### src/kle_pkg.sv
// Package for the keyboard line editor console: sizes, codes, item types and
// the scan code set 1 to ASCII table. No dependencies.
package kle_pkg;

    localparam int LINE_DEPTH  = 256;
    localparam int SCREEN_COLS = 80;
    localparam int SCREEN_ROWS = 25;

    localparam int ADDR_W = $clog2(LINE_DEPTH);
    localparam int FILL_W = $clog2(LINE_DEPTH + 1);
    localparam int ROW_W  = $clog2(SCREEN_ROWS);
    localparam int COL_W  = $clog2(SCREEN_COLS);

    // Fixed port field widths.
    localparam int FUNC_W  = 3;
    localparam int BYTE_W  = 8;
    localparam int KIND_W  = 2;
    localparam int OROW_W  = 5;
    localparam int OCOL_W  = 7;
    localparam int LEN_W   = 9;
    localparam int CFG_IDX_W = 1;
    localparam int MAX_RES = 3;
    localparam int CNT_W   = 2;

    typedef enum logic [FUNC_W-1:0] {
        FUNC_SCAN   = 3'd0,
        FUNC_ACT    = 3'd1,
        FUNC_DEACT  = 3'd2,
        FUNC_HOME   = 3'd3,
        FUNC_READ   = 3'd4
    } t_func;

    typedef enum logic [KIND_W-1:0] {
        KIND_CELL   = 2'd0,
        KIND_SCROLL = 2'd1,
        KIND_CURSOR = 2'd2,
        KIND_DATA   = 2'd3
    } t_kind;

    typedef enum logic [CFG_IDX_W-1:0] {
        CFG_ECHO_COLOR  = 1'd0,
        CFG_ERASE_COLOR = 1'd1
    } t_cfg_idx;

    localparam logic [BYTE_W-1:0] ECHO_COLOR_RST  = 8'h0F;
    localparam logic [BYTE_W-1:0] ERASE_COLOR_RST = 8'hFF;

    localparam logic [BYTE_W-1:0] CH_NUL   = 8'h00;
    localparam logic [BYTE_W-1:0] CH_BS    = 8'h08;
    localparam logic [BYTE_W-1:0] CH_TAB   = 8'h09;
    localparam logic [BYTE_W-1:0] CH_LF    = 8'h0A;
    localparam logic [BYTE_W-1:0] CH_SPACE = 8'h20;

    // Request to the line store from the processing stage.
    typedef struct packed {
        logic              clear_all;
        logic              wr_set;
        logic              wr_clr;
        logic [ADDR_W-1:0] wr_addr;
        logic [BYTE_W-1:0] wr_data;
    } t_store_cmd;

    // One result item without the per-item status fields.
    typedef struct packed {
        t_kind             kind;
        logic [OROW_W-1:0] row;
        logic [OCOL_W-1:0] col;
        logic [BYTE_W-1:0] glyph;
        logic [BYTE_W-1:0] attr;
        logic [BYTE_W-1:0] data;
    } t_res_item;

    localparam int ROM_SIZE   = 80;
    localparam int ROM_ADDR_W = $clog2(ROM_SIZE);

    localparam logic [BYTE_W-1:0] SCAN_ROM [ROM_SIZE] = '{
        8'h00, 8'h1B, 8'h31, 8'h32, 8'h33, 8'h34, 8'h35, 8'h36,
        8'h37, 8'h38, 8'h39, 8'h30, 8'h2D, 8'h3D, 8'h08, 8'h09,
        8'h71, 8'h77, 8'h65, 8'h72, 8'h74, 8'h79, 8'h75, 8'h69,
        8'h6F, 8'h70, 8'h5B, 8'h5D, 8'h0A, 8'h00, 8'h61, 8'h73,
        8'h64, 8'h66, 8'h67, 8'h68, 8'h6A, 8'h6B, 8'h6C, 8'h3B,
        8'h27, 8'h60, 8'h00, 8'h5C, 8'h7A, 8'h78, 8'h63, 8'h76,
        8'h62, 8'h6E, 8'h6D, 8'h2C, 8'h2E, 8'h2F, 8'h00, 8'h2A,
        8'h00, 8'h20, 8'h00, 8'h00, 8'h00, 8'h00, 8'h00, 8'h00,
        8'h00, 8'h00, 8'h00, 8'h00, 8'h00, 8'h00, 8'h00, 8'h00,
        8'h00, 8'h00, 8'h2D, 8'h00, 8'h00, 8'h00, 8'h2B, 8'h00
    };

    // Release codes and codes past the table map to no character.
    function automatic logic [BYTE_W-1:0] scan_to_ascii(input logic [BYTE_W-1:0] code);
        logic [BYTE_W-1:0] ch;
        ch = CH_NUL;
        if (int'(code) < ROM_SIZE) begin
            ch = SCAN_ROM[code[ROM_ADDR_W-1:0]];
        end
        return ch;
    endfunction

endpackage

### src/kle_ifs.sv
// Valid/ready channel interfaces of the keyboard line editor console.
// Depends on kle_pkg for field widths.
interface kle_key_if;
    logic                          valid;
    logic                          ready;
    logic [kle_pkg::FUNC_W-1:0]    func;
    logic [kle_pkg::BYTE_W-1:0]    scancode;
    logic [kle_pkg::BYTE_W-1:0]    read_index;

    modport source (output valid, func, scancode, read_index, input ready);
    modport sink   (input valid, func, scancode, read_index, output ready);
endinterface

interface kle_res_if;
    logic                          valid;
    logic                          ready;
    logic [kle_pkg::KIND_W-1:0]    kind;
    logic [kle_pkg::OROW_W-1:0]    cell_row;
    logic [kle_pkg::OCOL_W-1:0]    cell_col;
    logic [kle_pkg::BYTE_W-1:0]    glyph;
    logic [kle_pkg::BYTE_W-1:0]    attribute;
    logic [kle_pkg::BYTE_W-1:0]    buffer_byte;
    logic [kle_pkg::LEN_W-1:0]     line_length;
    logic                          input_active;
    logic                          last;

    modport source (output valid, kind, cell_row, cell_col, glyph, attribute, buffer_byte,
                    line_length, input_active, last, input ready);
    modport sink   (input valid, kind, cell_row, cell_col, glyph, attribute, buffer_byte,
                    line_length, input_active, last, output ready);
endinterface

### src/kle_line_store.sv
// Line buffer of the keyboard line editor: byte memory with per-entry valid
// bits and a registered read port. Depends on kle_pkg.
module kle_line_store (
    input  logic                       i_clk,
    input  logic                       i_rst_n,
    input  kle_pkg::t_store_cmd        i_cmd,
    input  logic                       i_rd_en,
    input  logic [kle_pkg::ADDR_W-1:0] i_rd_addr,
    output logic [kle_pkg::BYTE_W-1:0] o_rd_byte
);

    logic [kle_pkg::BYTE_W-1:0]     r_mem [kle_pkg::LINE_DEPTH];
    logic [kle_pkg::LINE_DEPTH-1:0] r_vld;
    logic [kle_pkg::BYTE_W-1:0]     r_rd_data;
    logic [kle_pkg::BYTE_W-1:0]     r_fwd_data;
    logic                           r_fwd;
    logic                           r_rd_vld;

    logic                           wr_hit;
    logic                           n_rd_vld;

    // A read in the same cycle as a write to the same entry sees the new value.
    assign wr_hit = (i_cmd.wr_set || i_cmd.wr_clr) && (i_cmd.wr_addr == i_rd_addr);

    always_comb begin
        if (i_cmd.clear_all) begin
            n_rd_vld = 1'b0;
        end else if (wr_hit) begin
            n_rd_vld = i_cmd.wr_set;
        end else begin
            n_rd_vld = r_vld[i_rd_addr];
        end
    end

    always_ff @(posedge i_clk) begin
        if (i_cmd.wr_set) begin
            r_mem[i_cmd.wr_addr] <= i_cmd.wr_data;
        end
        if (i_rd_en) begin
            r_rd_data  <= r_mem[i_rd_addr];
            r_fwd_data <= i_cmd.wr_data;
        end
    end

    always_ff @(posedge i_clk) begin
        if (!i_rst_n) begin
            r_vld    <= '0;
            r_fwd    <= 1'b0;
            r_rd_vld <= 1'b0;
        end else begin
            if (i_cmd.clear_all) begin
                r_vld <= '0;
            end else if (i_cmd.wr_set) begin
                r_vld[i_cmd.wr_addr] <= 1'b1;
            end else if (i_cmd.wr_clr) begin
                r_vld[i_cmd.wr_addr] <= 1'b0;
            end
            if (i_rd_en) begin
                r_fwd    <= wr_hit && i_cmd.wr_set && !i_cmd.clear_all;
                r_rd_vld <= n_rd_vld;
            end
        end
    end

    assign o_rd_byte = !r_rd_vld ? '0 : (r_fwd ? r_fwd_data : r_rd_data);

endmodule

### src/keyboard_line_editor_console.sv
// Top level of the keyboard line editor console: input stage, editor and
// cursor logic, result buffer. Depends on kle_pkg, kle_ifs and kle_line_store.
//
//  Channel   Direction  Handshake        Carries
//  i_key     in         valid / ready    func, scancode, read_index
//  o_res     out        valid / ready    one result item: kind .. last
//  i_cfg_*   in         write enable     echo_color (0), erase_color (1)
//
// An accepted item is registered in the input stage, which turns it into up to
// three result items in one pass; they leave one per cycle while o_res.ready is
// high. Unused function codes give no result; control items, reads, enter off
// the bottom row and keys that change nothing give one; an echoed or erased key
// or an enter that scrolls gives two; an echo in the bottom right cell, three.
// A stalled output holds one group in the buffer and one item in the input stage.
// Reset is synchronous; the line buffer is cleared at once through its valid bits.
module keyboard_line_editor_console (
    input  logic                          i_clk,
    input  logic                          i_rst_n,
    kle_key_if.sink                       i_key,
    kle_res_if.source                     o_res,
    input  logic                          i_cfg_we,
    input  logic [kle_pkg::CFG_IDX_W-1:0] i_cfg_idx,
    input  logic [kle_pkg::BYTE_W-1:0]    i_cfg_data
);

    // Configuration registers.
    logic [kle_pkg::BYTE_W-1:0] r_echo_color;
    logic [kle_pkg::BYTE_W-1:0] r_erase_color;

    always_ff @(posedge i_clk) begin
        if (!i_rst_n) begin
            r_echo_color  <= kle_pkg::ECHO_COLOR_RST;
            r_erase_color <= kle_pkg::ERASE_COLOR_RST;
        end else if (i_cfg_we) begin
            unique case (kle_pkg::t_cfg_idx'(i_cfg_idx))
                kle_pkg::CFG_ECHO_COLOR:  r_echo_color  <= i_cfg_data;
                kle_pkg::CFG_ERASE_COLOR: r_erase_color <= i_cfg_data;
                default: ;
            endcase
        end
    end

    // Editor state.
    logic [kle_pkg::FILL_W-1:0] r_fill, n_fill;
    logic                       r_acc, n_acc;
    logic [kle_pkg::ROW_W-1:0]  r_row, n_row;
    logic [kle_pkg::COL_W-1:0]  r_col, n_col;

    // Input stage.
    logic                       r_stg_v;
    kle_pkg::t_func             r_stg_func;
    logic [kle_pkg::BYTE_W-1:0] r_stg_code;
    logic                       r_stg_inrng;

    // Result buffer: the items of one input item and a read position.
    kle_pkg::t_res_item         r_res [kle_pkg::MAX_RES];
    logic [kle_pkg::CNT_W-1:0]  r_left;
    logic [kle_pkg::CNT_W-1:0]  r_pos;
    logic [kle_pkg::FILL_W-1:0] r_len;
    logic                       r_act;

    kle_pkg::t_res_item         res [kle_pkg::MAX_RES];
    logic [kle_pkg::CNT_W-1:0]  res_cnt;
    kle_pkg::t_store_cmd        store_cmd;
    logic [kle_pkg::BYTE_W-1:0] store_byte;
    logic [kle_pkg::BYTE_W-1:0] ch;

    logic key_fire;
    logic out_fire;
    logic buf_free;
    logic stg_move;

    // The buffer takes a new group once its last item leaves, in the same cycle.
    assign out_fire = o_res.valid && o_res.ready;
    assign buf_free = (r_left == '0) || ((r_left == kle_pkg::CNT_W'(1)) && o_res.ready);
    assign stg_move = r_stg_v && buf_free;
    assign i_key.ready = !r_stg_v || stg_move;
    assign key_fire = i_key.valid && i_key.ready;

    always_ff @(posedge i_clk) begin
        if (key_fire) begin
            r_stg_func  <= kle_pkg::t_func'(i_key.func);
            r_stg_code  <= i_key.scancode;
            r_stg_inrng <= int'(i_key.read_index) < kle_pkg::LINE_DEPTH;
        end
    end

    // The store is read as the item enters the input stage; its data is
    // ready when the item is processed. A write from the item ahead of it
    // in the same cycle is forwarded inside the store.
    kle_line_store u_store (
        .i_clk     (i_clk),
        .i_rst_n   (i_rst_n),
        .i_cmd     (store_cmd),
        .i_rd_en   (key_fire),
        .i_rd_addr (kle_pkg::ADDR_W'(i_key.read_index)),
        .o_rd_byte (store_byte)
    );

    assign ch = kle_pkg::scan_to_ascii(r_stg_code);

    // Single pass over the item in the input stage. Results are appended
    // in order at slot res_cnt; state moves to its value after the item.
    always_comb begin
        n_fill  = r_fill;
        n_acc   = r_acc;
        n_row   = r_row;
        n_col   = r_col;
        res_cnt = '0;
        for (int i = 0; i < kle_pkg::MAX_RES; i++) begin
            res[i] = '0;
        end
        store_cmd = '0;
        store_cmd.wr_data = ch;

        unique case (r_stg_func)
            kle_pkg::FUNC_SCAN: begin
                if (!r_acc) begin
                    n_fill = '0;
                end else if (ch == kle_pkg::CH_BS) begin
                    if (r_fill != '0) begin
                        n_fill = r_fill - 1'b1;
                        store_cmd.wr_clr  = 1'b1;
                        store_cmd.wr_addr = kle_pkg::ADDR_W'(n_fill);
                        // Step back one cell, across a row boundary if needed;
                        // the top left corner stays put.
                        if (r_col == '0) begin
                            if (r_row != '0) begin
                                n_row = r_row - 1'b1;
                                n_col = kle_pkg::COL_W'(kle_pkg::SCREEN_COLS - 1);
                            end
                        end else begin
                            n_col = r_col - 1'b1;
                        end
                        res[res_cnt].kind  = kle_pkg::KIND_CELL;
                        res[res_cnt].row   = kle_pkg::OROW_W'(n_row);
                        res[res_cnt].col   = kle_pkg::OCOL_W'(n_col);
                        res[res_cnt].glyph = kle_pkg::CH_SPACE;
                        res[res_cnt].attr  = r_erase_color;
                        res_cnt = res_cnt + 1'b1;
                    end
                end else if (ch == kle_pkg::CH_LF) begin
                    // Enter: new line, empty index, input ends.
                    n_fill = '0;
                    n_acc  = 1'b0;
                    n_col  = '0;
                    if (r_row == kle_pkg::ROW_W'(kle_pkg::SCREEN_ROWS - 1)) begin
                        res[res_cnt].kind  = kle_pkg::KIND_SCROLL;
                        res[res_cnt].row   = kle_pkg::OROW_W'(kle_pkg::SCREEN_ROWS - 1);
                        res[res_cnt].glyph = kle_pkg::CH_SPACE;
                        res[res_cnt].attr  = r_erase_color;
                        res_cnt = res_cnt + 1'b1;
                    end else begin
                        n_row = r_row + 1'b1;
                    end
                end else if (ch != kle_pkg::CH_TAB && ch != kle_pkg::CH_NUL) begin
                    // Printable key; a full buffer drops it silently.
                    if (int'(r_fill) < kle_pkg::LINE_DEPTH) begin
                        n_fill = r_fill + 1'b1;
                        store_cmd.wr_set  = 1'b1;
                        store_cmd.wr_addr = kle_pkg::ADDR_W'(r_fill);
                        res[res_cnt].kind  = kle_pkg::KIND_CELL;
                        res[res_cnt].row   = kle_pkg::OROW_W'(r_row);
                        res[res_cnt].col   = kle_pkg::OCOL_W'(r_col);
                        res[res_cnt].glyph = ch;
                        res[res_cnt].attr  = r_echo_color;
                        res_cnt = res_cnt + 1'b1;
                        if (r_col == kle_pkg::COL_W'(kle_pkg::SCREEN_COLS - 1)) begin
                            // Wrap to the next row, scrolling at the bottom.
                            n_col = '0;
                            if (r_row == kle_pkg::ROW_W'(kle_pkg::SCREEN_ROWS - 1)) begin
                                res[res_cnt].kind  = kle_pkg::KIND_SCROLL;
                                res[res_cnt].row   =
                                    kle_pkg::OROW_W'(kle_pkg::SCREEN_ROWS - 1);
                                res[res_cnt].glyph = kle_pkg::CH_SPACE;
                                res[res_cnt].attr  = r_erase_color;
                                res_cnt = res_cnt + 1'b1;
                            end else begin
                                n_row = r_row + 1'b1;
                            end
                        end else begin
                            n_col = r_col + 1'b1;
                        end
                    end
                end
                res[res_cnt].kind = kle_pkg::KIND_CURSOR;
                res[res_cnt].row  = kle_pkg::OROW_W'(n_row);
                res[res_cnt].col  = kle_pkg::OCOL_W'(n_col);
                res_cnt = res_cnt + 1'b1;
            end
            kle_pkg::FUNC_ACT: begin
                store_cmd.clear_all = 1'b1;
                n_acc  = 1'b1;
                n_fill = '0;
                res[0].kind = kle_pkg::KIND_CURSOR;
                res[0].row  = kle_pkg::OROW_W'(r_row);
                res[0].col  = kle_pkg::OCOL_W'(r_col);
                res_cnt = kle_pkg::CNT_W'(1);
            end
            kle_pkg::FUNC_DEACT: begin
                n_acc = 1'b0;
                res[0].kind = kle_pkg::KIND_CURSOR;
                res[0].row  = kle_pkg::OROW_W'(r_row);
                res[0].col  = kle_pkg::OCOL_W'(r_col);
                res_cnt = kle_pkg::CNT_W'(1);
            end
            kle_pkg::FUNC_HOME: begin
                n_row = '0;
                n_col = '0;
                res[0].kind = kle_pkg::KIND_CURSOR;
                res_cnt = kle_pkg::CNT_W'(1);
            end
            kle_pkg::FUNC_READ: begin
                res[0].kind = kle_pkg::KIND_DATA;
                res[0].data = r_stg_inrng ? store_byte : '0;
                res_cnt = kle_pkg::CNT_W'(1);
            end
            default: ;
        endcase

        // Nothing changes unless the item actually leaves the input stage.
        if (!stg_move) begin
            store_cmd.clear_all = 1'b0;
            store_cmd.wr_set    = 1'b0;
            store_cmd.wr_clr    = 1'b0;
        end
    end

    always_ff @(posedge i_clk) begin
        if (!i_rst_n) begin
            r_stg_v <= 1'b0;
            r_fill  <= '0;
            r_acc   <= 1'b0;
            r_row   <= '0;
            r_col   <= '0;
            r_left  <= '0;
            r_pos   <= '0;
        end else begin
            if (i_key.ready) begin
                r_stg_v <= i_key.valid;
            end
            if (stg_move) begin
                r_fill <= n_fill;
                r_acc  <= n_acc;
                r_row  <= n_row;
                r_col  <= n_col;
                r_left <= res_cnt;
                r_pos  <= '0;
            end else if (out_fire) begin
                r_left <= r_left - 1'b1;
                r_pos  <= r_pos + 1'b1;
            end
        end
    end

    // Result payload and the status that every item of the group carries.
    always_ff @(posedge i_clk) begin
        if (stg_move) begin
            r_res <= res;
            r_len <= n_fill;
            r_act <= n_acc;
        end
    end

    assign o_res.valid        = (r_left != '0);
    assign o_res.kind         = r_res[r_pos].kind;
    assign o_res.cell_row     = r_res[r_pos].row;
    assign o_res.cell_col     = r_res[r_pos].col;
    assign o_res.glyph        = r_res[r_pos].glyph;
    assign o_res.attribute    = r_res[r_pos].attr;
    assign o_res.buffer_byte  = r_res[r_pos].data;
    assign o_res.line_length  = kle_pkg::LEN_W'(r_len);
    assign o_res.input_active = r_act;
    assign o_res.last         = (r_left == kle_pkg::CNT_W'(1));

endmodule

### src/flat_wrapper.sv
// flat-port wrapper written by rule: the top's interface ports become plain ports
module keyboard_line_editor_console_flat 
  (i_clk, i_rst_n, i_cfg_we, i_cfg_idx, i_cfg_data, i_key_valid, i_key_func, i_key_scancode, i_key_read_index, i_key_ready, o_res_valid, o_res_kind, o_res_cell_row, o_res_cell_col, o_res_glyph, o_res_attribute, o_res_buffer_byte, o_res_line_length, o_res_input_active, o_res_last, o_res_ready);
  kle_key_if i_key_i ();
  kle_res_if o_res_i ();
  input  logic i_clk;
  input  logic i_rst_n;
  input  logic i_cfg_we;
  input  logic [kle_pkg::CFG_IDX_W-1:0] i_cfg_idx;
  input  logic [kle_pkg::BYTE_W-1:0] i_cfg_data;
  input wire logic [$bits(i_key_i.valid)-1:0] i_key_valid;
  input wire logic [$bits(i_key_i.func)-1:0] i_key_func;
  input wire logic [$bits(i_key_i.scancode)-1:0] i_key_scancode;
  input wire logic [$bits(i_key_i.read_index)-1:0] i_key_read_index;
  output wire logic [$bits(i_key_i.ready)-1:0] i_key_ready;
  output wire logic [$bits(o_res_i.valid)-1:0] o_res_valid;
  output wire logic [$bits(o_res_i.kind)-1:0] o_res_kind;
  output wire logic [$bits(o_res_i.cell_row)-1:0] o_res_cell_row;
  output wire logic [$bits(o_res_i.cell_col)-1:0] o_res_cell_col;
  output wire logic [$bits(o_res_i.glyph)-1:0] o_res_glyph;
  output wire logic [$bits(o_res_i.attribute)-1:0] o_res_attribute;
  output wire logic [$bits(o_res_i.buffer_byte)-1:0] o_res_buffer_byte;
  output wire logic [$bits(o_res_i.line_length)-1:0] o_res_line_length;
  output wire logic [$bits(o_res_i.input_active)-1:0] o_res_input_active;
  output wire logic [$bits(o_res_i.last)-1:0] o_res_last;
  input wire logic [$bits(o_res_i.ready)-1:0] o_res_ready;
  assign i_key_i.valid = i_key_valid;
  assign i_key_i.func = i_key_func;
  assign i_key_i.scancode = i_key_scancode;
  assign i_key_i.read_index = i_key_read_index;
  assign i_key_ready = i_key_i.ready;
  assign o_res_valid = o_res_i.valid;
  assign o_res_kind = o_res_i.kind;
  assign o_res_cell_row = o_res_i.cell_row;
  assign o_res_cell_col = o_res_i.cell_col;
  assign o_res_glyph = o_res_i.glyph;
  assign o_res_attribute = o_res_i.attribute;
  assign o_res_buffer_byte = o_res_i.buffer_byte;
  assign o_res_line_length = o_res_i.line_length;
  assign o_res_input_active = o_res_i.input_active;
  assign o_res_last = o_res_i.last;
  assign o_res_i.ready = o_res_ready;
  keyboard_line_editor_console u_core (.i_clk(i_clk), .i_rst_n(i_rst_n), .i_key(i_key_i), .o_res(o_res_i), .i_cfg_we(i_cfg_we), .i_cfg_idx(i_cfg_idx), .i_cfg_data(i_cfg_data));
endmodule
### config.mk
export PLATFORM = sky130hd
export DESIGN_NAME = keyboard_line_editor_console_flat
export DESIGN_NICKNAME = d
export VERILOG_FILES = /design/src/kle_pkg.sv /design/src/kle_ifs.sv /design/src/kle_line_store.sv /design/src/keyboard_line_editor_console.sv /design/src/flat_wrapper.sv
export SDC_FILE = /design/constraint.sdc
export NUM_CORES = 2
export LEC_CHECK = 0
export ABC_CLOCK_PERIOD_IN_PS = 14480
export BUFFER_PORTS_ARGS = -buffer_cell sky130_fd_sc_hd__buf_2
export CAP_MARGIN = 40
export CORE_UTILIZATION = 60
export CTS_CLUSTER_SIZE = 12
export DETAILED_ROUTE_END_ITERATION = 10
export PLACE_DENSITY = 0.76
export SLEW_MARGIN = 20
export SYNTH_ARGS = -nofsm -noshare
export SYNTH_HDL_FRONTEND = slang
export SYNTH_SLANG_ARGS = --single-unit
### constraint.sdc
create_clock -name i_clk -period 14.48 [get_ports i_clk]
set_input_delay 0.724 -clock i_clk [delete_from_list [all_inputs] [get_ports i_clk]]
set_output_delay 0.724 -clock i_clk [all_outputs]
set_load 0.01 [all_outputs]
=== Yosys cells after proc, flatten, opt, wreduce, memory -nomap -nowiden ===
Memory sizes are Yosys's and may differ from the RTL's. A register that Yosys moved wholly into a read port is not among the register bits.
Index checks and enable logic that the tools add are counted.
W data, S select, Z words.

* Order comparisons: 9
* Reductions and logical operators: 33
* Add/subtract/negate cells: 9
* Equality and inequality tests: 11
* Bitwise logic cells: 8
* Muxes and demuxes: 116

{| class="wikitable"
|+ Operator list
! operator !! number
|-
| $mux W256 || 2
|-
| $bwmux W114 || 3
|-
| $and A256 B256 Y256 || 1
|-
| $not A256 Y256 || 1
|-
| $or A256 B256 Y256 || 1
|-
| $demux W38 S2 || 3
|-
| $mux W7 || 19
|-
| $mux W30 || 4
|-
| $mux W38 || 3
|-
| $mux W16 || 7
|-
| $bmux W38 S2 || 1
|-
| $mux W8 || 9
|-
| $mux W9 || 7
|-
| $mux W28 || 2
|-
| $mux W5 || 11
|-
| $mux W36 || 1
|-
| $mux W31 || 1
|-
| $mux W14 || 2
|-
| $pmux W12 S2 || 1
|-
| $mux W10 || 2
|-
| $mux W2 || 10
|-
| $lt A8 B9 Y1 const B || 2
|-
| $pmux W9 S2 || 1
|-
| $mux W1 || 17
|-
| other kinds (50) || 75
|}

* Output and inout bits: 51
* Bits in read-only memories: 1024
* Register bits after elaboration: 444
* Memories: 2
* RAM bits: 2048
* Logic and storage cells: 223

{| class="wikitable"
|+ Memories
! memory !! depth !! width !! read ports !! clocked after memory_dff !! write ports !! RTL line !! source
|-
| u_core.u_store.r_mem || 256 || 8 || 1 || 1 || 1 || kle_line_store.sv:12 || <nowiki>logic [kle_pkg::BYTE_W-1:0] r_mem [kle_pkg::LINE_DEPTH];</nowiki>
|-
| (name not given) || 128 || 8 || 1 || 0 || 0 || kle_pkg.sv:94 || <nowiki>ch = SCAN_ROM[code[ROM_ADDR_W-1:0]];</nowiki>
|}

=== Logic depth before layout (Yosys ltp) ===
* Depth after elaboration: 21
* Mapped depth: 21

=== By module ===
From an unflattened synthesis, not the netlist that was laid out.

* Cells, all modules: 5655
* Area, all modules: 99723.1 um^2

{| class="wikitable"
|+ Modules (own cells, without submodules)
! module !! sequential area each (um^2) !! instances !! area each (um^2) !! cells an instance
|-
| kle_line_store || 67144.4 || 1 || 90823.4 || 4662
|-
| keyboard_line_editor_console || 3683.5 || 1 || 8899.8 || 993
|}

=== Worst setup path after synthesis ===
No wires, ideal clock.

* Path type: register -> register
* Start point: register u_core.r_stg_code[0] (netlist name)
* End point: register u_core.u_store.r_fwd_data[4] (netlist name), data pin
* Stages on the path, launching flop included: 7
* Required time: 13.086 ns
* Slack: 5.369 ns
* Arrival time: 7.717 ns
* Period minus slack after synthesis: 9.111 ns
* Cell sequence: edfxtp_1 clkbuf_1 inv_1 ha_1 mux4_2 o311a_1 nor2_1

* Cells in the longest elaborated chain, start to end: 5

{| class="wikitable"
|+ Ends and longest elaborated chain
! what !! RTL line !! source
|-
| start: declaration || keyboard_line_editor_console.sv:52 || <nowiki>logic [kle_pkg::BYTE_W-1:0] r_stg_code;</nowiki>
|-
| start signal: assignment || keyboard_line_editor_console.sv:83 || <nowiki>r_stg_code <= i_key.scancode;</nowiki>
|-
| $not A7 Y8 (not written as such) || kle_pkg.sv:94 ||
|-
| $mem_v2 Z128 W8 || n/a ||
|-
| $mux W8 (not written as such) (2 in series) || kle_pkg.sv:94 ||
|-
| $mux W8 * || kle_pkg.sv:93 || <nowiki>if (int'(code) < ROM_SIZE) begin</nowiki>
|-
| via u_core.ch, one bit || keyboard_line_editor_console.sv:66 || <nowiki>logic [kle_pkg::BYTE_W-1:0] ch;</nowiki>
|-
| end signal: assignment || kle_line_store.sv:41 || <nowiki>r_fwd_data <= i_cmd.wr_data;</nowiki>
|-
| end: declaration || kle_line_store.sv:15 || <nowiki>logic [kle_pkg::BYTE_W-1:0] r_fwd_data;</nowiki>
|}

The timed path passes the listed nets; every way through them passes the cells marked *. The select of a mux whose other input is x is not followed.
A chain may end at the register's enable or synchronous reset.

=== Worst setup path after layout ===
* Start point: register u_core.r_stg_code[1] (netlist name)
* End point: memory u_core.u_store.r_mem[250][6] (netlist name) (enable)

* Cells in the longest elaborated chain, start to end: 15

{| class="wikitable"
|+ Ends and longest elaborated chain
! what !! RTL line !! source
|-
| $not A7 Y8 (not written as such) || kle_pkg.sv:94 ||
|-
| $mem_v2 Z128 W8 || n/a ||
|-
| $mux W8 (not written as such) (2 in series) || kle_pkg.sv:94 ||
|-
| $mux W8 * || kle_pkg.sv:93 ||
|-
| $ne A8 B4 Y1 or $reduce_bool A8 Y1 (tied branches) || keyboard_line_editor_console.sv:156 || <nowiki>end else if (ch != kle_pkg::CH_TAB && ch != kle_pkg::CH_NUL) begin</nowiki>
|-
| $logic_and A1 B1 Y1 || keyboard_line_editor_console.sv:156 ||
|-
| $mux W1 || keyboard_line_editor_console.sv:156 ||
|-
| $mux W1 || keyboard_line_editor_console.sv:142 || <nowiki>end else if (ch == kle_pkg::CH_LF) begin</nowiki>
|-
| $mux W1 || keyboard_line_editor_console.sv:120 || <nowiki>end else if (ch == kle_pkg::CH_BS) begin</nowiki>
|-
| $mux W10 * || keyboard_line_editor_console.sv:118 || <nowiki>if (!r_acc) begin</nowiki>
|-
| $mux W10 * || keyboard_line_editor_console.sv:116 || <nowiki>unique case (r_stg_func)</nowiki>
|-
| $mux W3 || keyboard_line_editor_console.sv:222 || <nowiki>if (!stg_move) begin</nowiki>
|-
| $mux W1 || kle_line_store.sv:36 || <nowiki>if (i_cmd.wr_set) begin</nowiki>
|-
| $mux W1 (not written as such) || kle_line_store.sv:37 || <nowiki>r_mem[i_cmd.wr_addr] <= i_cmd.wr_data;</nowiki>
|-
| end: declaration || kle_line_store.sv:12 ||
|}

Every way passes the cells marked *; elsewhere a longest branch is shown, timed or not. The select of a mux whose other input is x is not followed.

==> results_dict.tcl <==
set metrics [dict create \
    wl_met2_mm 105.2 \
    path_max_fanout 19 \
    areaGrowthSynthToFinish_pct 11.00 \
    rrSetupSlack_ps 7270 \
    finalPower_mw 13.42 \
    syn_area_sq_um 90000 \
    seqPwrFrac 0.528 \
    switching_share 0.2291 \
    vias 49790 \
    place_area_sq_um 92940 \
    finalNonFillerCells 7327 \
    fill_cells 9242 \
    dp_hpwl_mm 134.7 \
    grt_max_degree 181 \
    grt.overflow.total 0 \
    max_cap_violations 0 \
    dr.pass1.iters 6 \
    finalHoldViolCount 0 \
    cts_max_path_buffers 3 \
    p_switching_mw 3.073 \
    r2r-start "u_core.r_stg_code[1]" \
    critPathRequiredTime_ps 14970 \
    ant_nets 0 \
    ys_seq_area_frac 0.7005 \
    ctsHoldBuffers 0 \
    worstSetupPathType "flop to flop" \
    status "completed" \
    pwr-share-comb 0.079 \
    routed.top_layer "met5" \
    yosysWarnings 0 \
    p_int_mw 10.34 \
    yosys.area.top_type_share 0.6336 \
    die_y_microns 389.3 \
    fin_util 0.6733 \
    slew_headroom 0.2807 \
    p_leak_nw 32.76 \
    start_util 0.6066 \
    cts_buffers 214 \
    die-area_sq_um 151600 \
    post_cts_buffers 0 \
    synth_cell_type_count 87 \
    grt_usage 0.2961 \
    finalSetupViolCount 0 \
    met3_length_mm 22.98 \
    antenna_found_initial 3 \
    rows 141 \
    synth-main-ff-cell "edfxtp_1" \
    fin_nets 5189 \
    layout_commonest_cell "edfxtp_1" \
    drv_slew 0 \
    clock.fmax_ghz 0.1386 \
    syn_inst 5048 \
    ys_top_cells_by_area "edfxtp_1 (63%), mux4_2 (17%), dfxtp_1 (6.7%), o21a_1 (2.2%), nand2_1 (1.3%)" \
    drc 0 \
    root_buffer "clkbuf_16" \
    rsz0062_at_grt "no" \
    worstHoldPathType "primary input to flop" \
    worstSkewPairLatency_ps 860 \
    portBuffers 81 \
    via_per_inst 6.796 \
    fp.dieW_microns 389.3 \
    fin_setup_tns_ps 0 \
    drt-met1-wl_mm 86.11 \
    synthMuxAreaShare 0.1758 \
    r2r-end "u_core.u_store.r_mem[250][6]" \
    crit_arrival_ps 7700 \
    hold_depth 1 \
    finalClockSkew_ps 28.47 \
    path_clk_slew_ps 60 \
    startpoint_type "flop" \
    synth_xor_area_frac 0.001460 \
    postSynth.asyncResetShare 0 \
    power_frac_clock 0.393 \
    synth_seq_cells 2200 \
    worst_slew_pin_slew_ps 1079 \
    end_kind "flop" \
    gp_congestion 0.9233 \
    avgSynthCellArea_sq_um 17.83 \
    final_cell_mix "edfxtp_1 (1,899), mux4_2 (683), nand2_1 (317)" \
    synth_compound_area_frac 0.05655 \
    cts_sinks 2200 \
    startpoint "u_core.r_stg_code[1]" \
    vdd_drop_max_uv 119.3 \
    reg2reg_depth 13 \
    grt_pass1_vias 48420 \
    routed_wl_mm 222.2 \
    synth_top_family_by_area "multiplexers" \
    p_per_area_nw_per_um2 134.3 \
    drive_gt1_frac 0.2300 \
    ios 84 \
    cts_resized 0 \
    period_minus_slack_ps 7214 \
    yosys.area.top_type "edfxtp_1" \
    drt_iter0_drc 7156 \
    coreArea_sq_um 148400 \
    yosys.area_share.simple 0.03993 \
    synth_edf_count 1899 \
    cts_tree "yes" \
    htreeDepth 4 \
    stdcell_area_sq_um 99900 \
    cp-endpoint "u_core.u_store.r_mem[250][6]" \
    post-route-period-util 0.4982 \
    dp.cells 6896 \
    grt_pass1_wl_mm 327.8 \
    wl_per_cell_microns 30.32 \
    synth_fa_ha_area_frac 0.003614 \
]
## layout make-up
type	instances	area (sq um)	share of cell area
Antenna cell	4	10.01	0.0001002
Multi-Input combinational cell	2345	25090	0.2512
Sequential cell	2200	63050	0.6311
Clock inverter	35	387.9	0.003883
Inverter	167	659.4	0.006600
Timing Repair Buffer	202	2003	0.02005
Clock buffer	372	6191	0.06197
Tap cell	2002	2505	0.02507
## worst min path at each step
stage	startpoint	to
6_report	i_key_scancode[5]	u_core.r_stg_code[5]
5_1_grt	i_key_scancode[5]	u_core.r_stg_code[5]
4_1_cts	i_key_scancode[5]	u_core.r_stg_code[5]
3_5_place_dp	u_core.r_echo_color[4]	u_core.r_echo_color[4]
3_3_place_gp	u_core.r_echo_color[4]	u_core.r_echo_color[4]
2_1_floorplan	u_core.r_echo_color[4]	u_core.r_echo_color[4]
## worst max-delay path, stage by stage, from the launching register on
cell and delay, ps:
edfxtp_1 650, inv_1 250, ha_1 400, or2_2 140
nand2_1 50, mux4_2 500, o2111ai_2 470, and4_1 760
nand2_1 640, o21ai_1 370, o221ai_1 270, nor4_2 800
nand2_1 740, nor2_1 770
## through the flow
| stage | hold slack [ps] | setup WS [ps] |
|---|---|---|
| after floorplan | 436.8 | 5369 |
| after detailed placement | 453.5 | 7495 |
| after global routing | 32.31 | 6894 |
| final | 51.25 | 7266 |
| after global placement | 444.4 | 7429 |
| after CTS | 12.47 | 7424 |
## logic make-up (layout without fill, tap and decap cells)
group,Yosys count,in the layout
DFF,2200,2200
AOI/OAI and AO/OA,794,794
and+or+nand+nor,781,781
muxes,727,727
buffers and inverters,504,776
adders and majority gates,26,26
xor gates and xnor gates,15,15
other,1,6
## power groups by stage
stage          registers [mW]  logic (mW)  clock network [mW]
6_report                 7.08        1.06                5.27
5_1_grt                  7.09        1.12                5.53
4_1_cts                  7.08        1.05                5.31
3_5_place_dp             7.22        1.04                   0
3_3_place_gp             7.22        1.00                   0
2_1_floorplan            7.24       0.645                   0
## cells in the mapped netlist (10+ instances only)
| master | count |
|---|---|
| o21ai_0 | 166 |
| nor2b_1 | 17 |
| buf_1 | 52 |
| mux2i_1 | 42 |
| edfxtp_1 | 1899 |
| nor3_1 | 26 |
| a22oi_1 | 16 |
| nor4_1 | 10 |
| nand2_1 | 317 |
| ha_1 | 26 |
| nand2b_1 | 16 |
| nor2_1 | 246 |
| mux4_2 | 683 |
| nor4_2 | 13 |
| nand2_2 | 11 |
| a22o_1 | 10 |
| nand3_1 | 39 |
| dfxtp_1 | 301 |
| o21a_1 | 261 |
| and2_1 | 33 |
| nand4_1 | 11 |
| buf_2 | 49 |
| clkbuf_1 | 228 |
| a21oi_1 | 184 |
| o21ai_1 | 52 |
| inv_1 | 162 |
## routing by layer
metal	vias to the layer above	global-route usage
met5	-	0
met4	2	0.09943
met3	478	0.05747
met2	3340	0.4573
met1	25660	0.4301
li1	20320	-
Note: power is estimated with default switching activity, not from simulation.
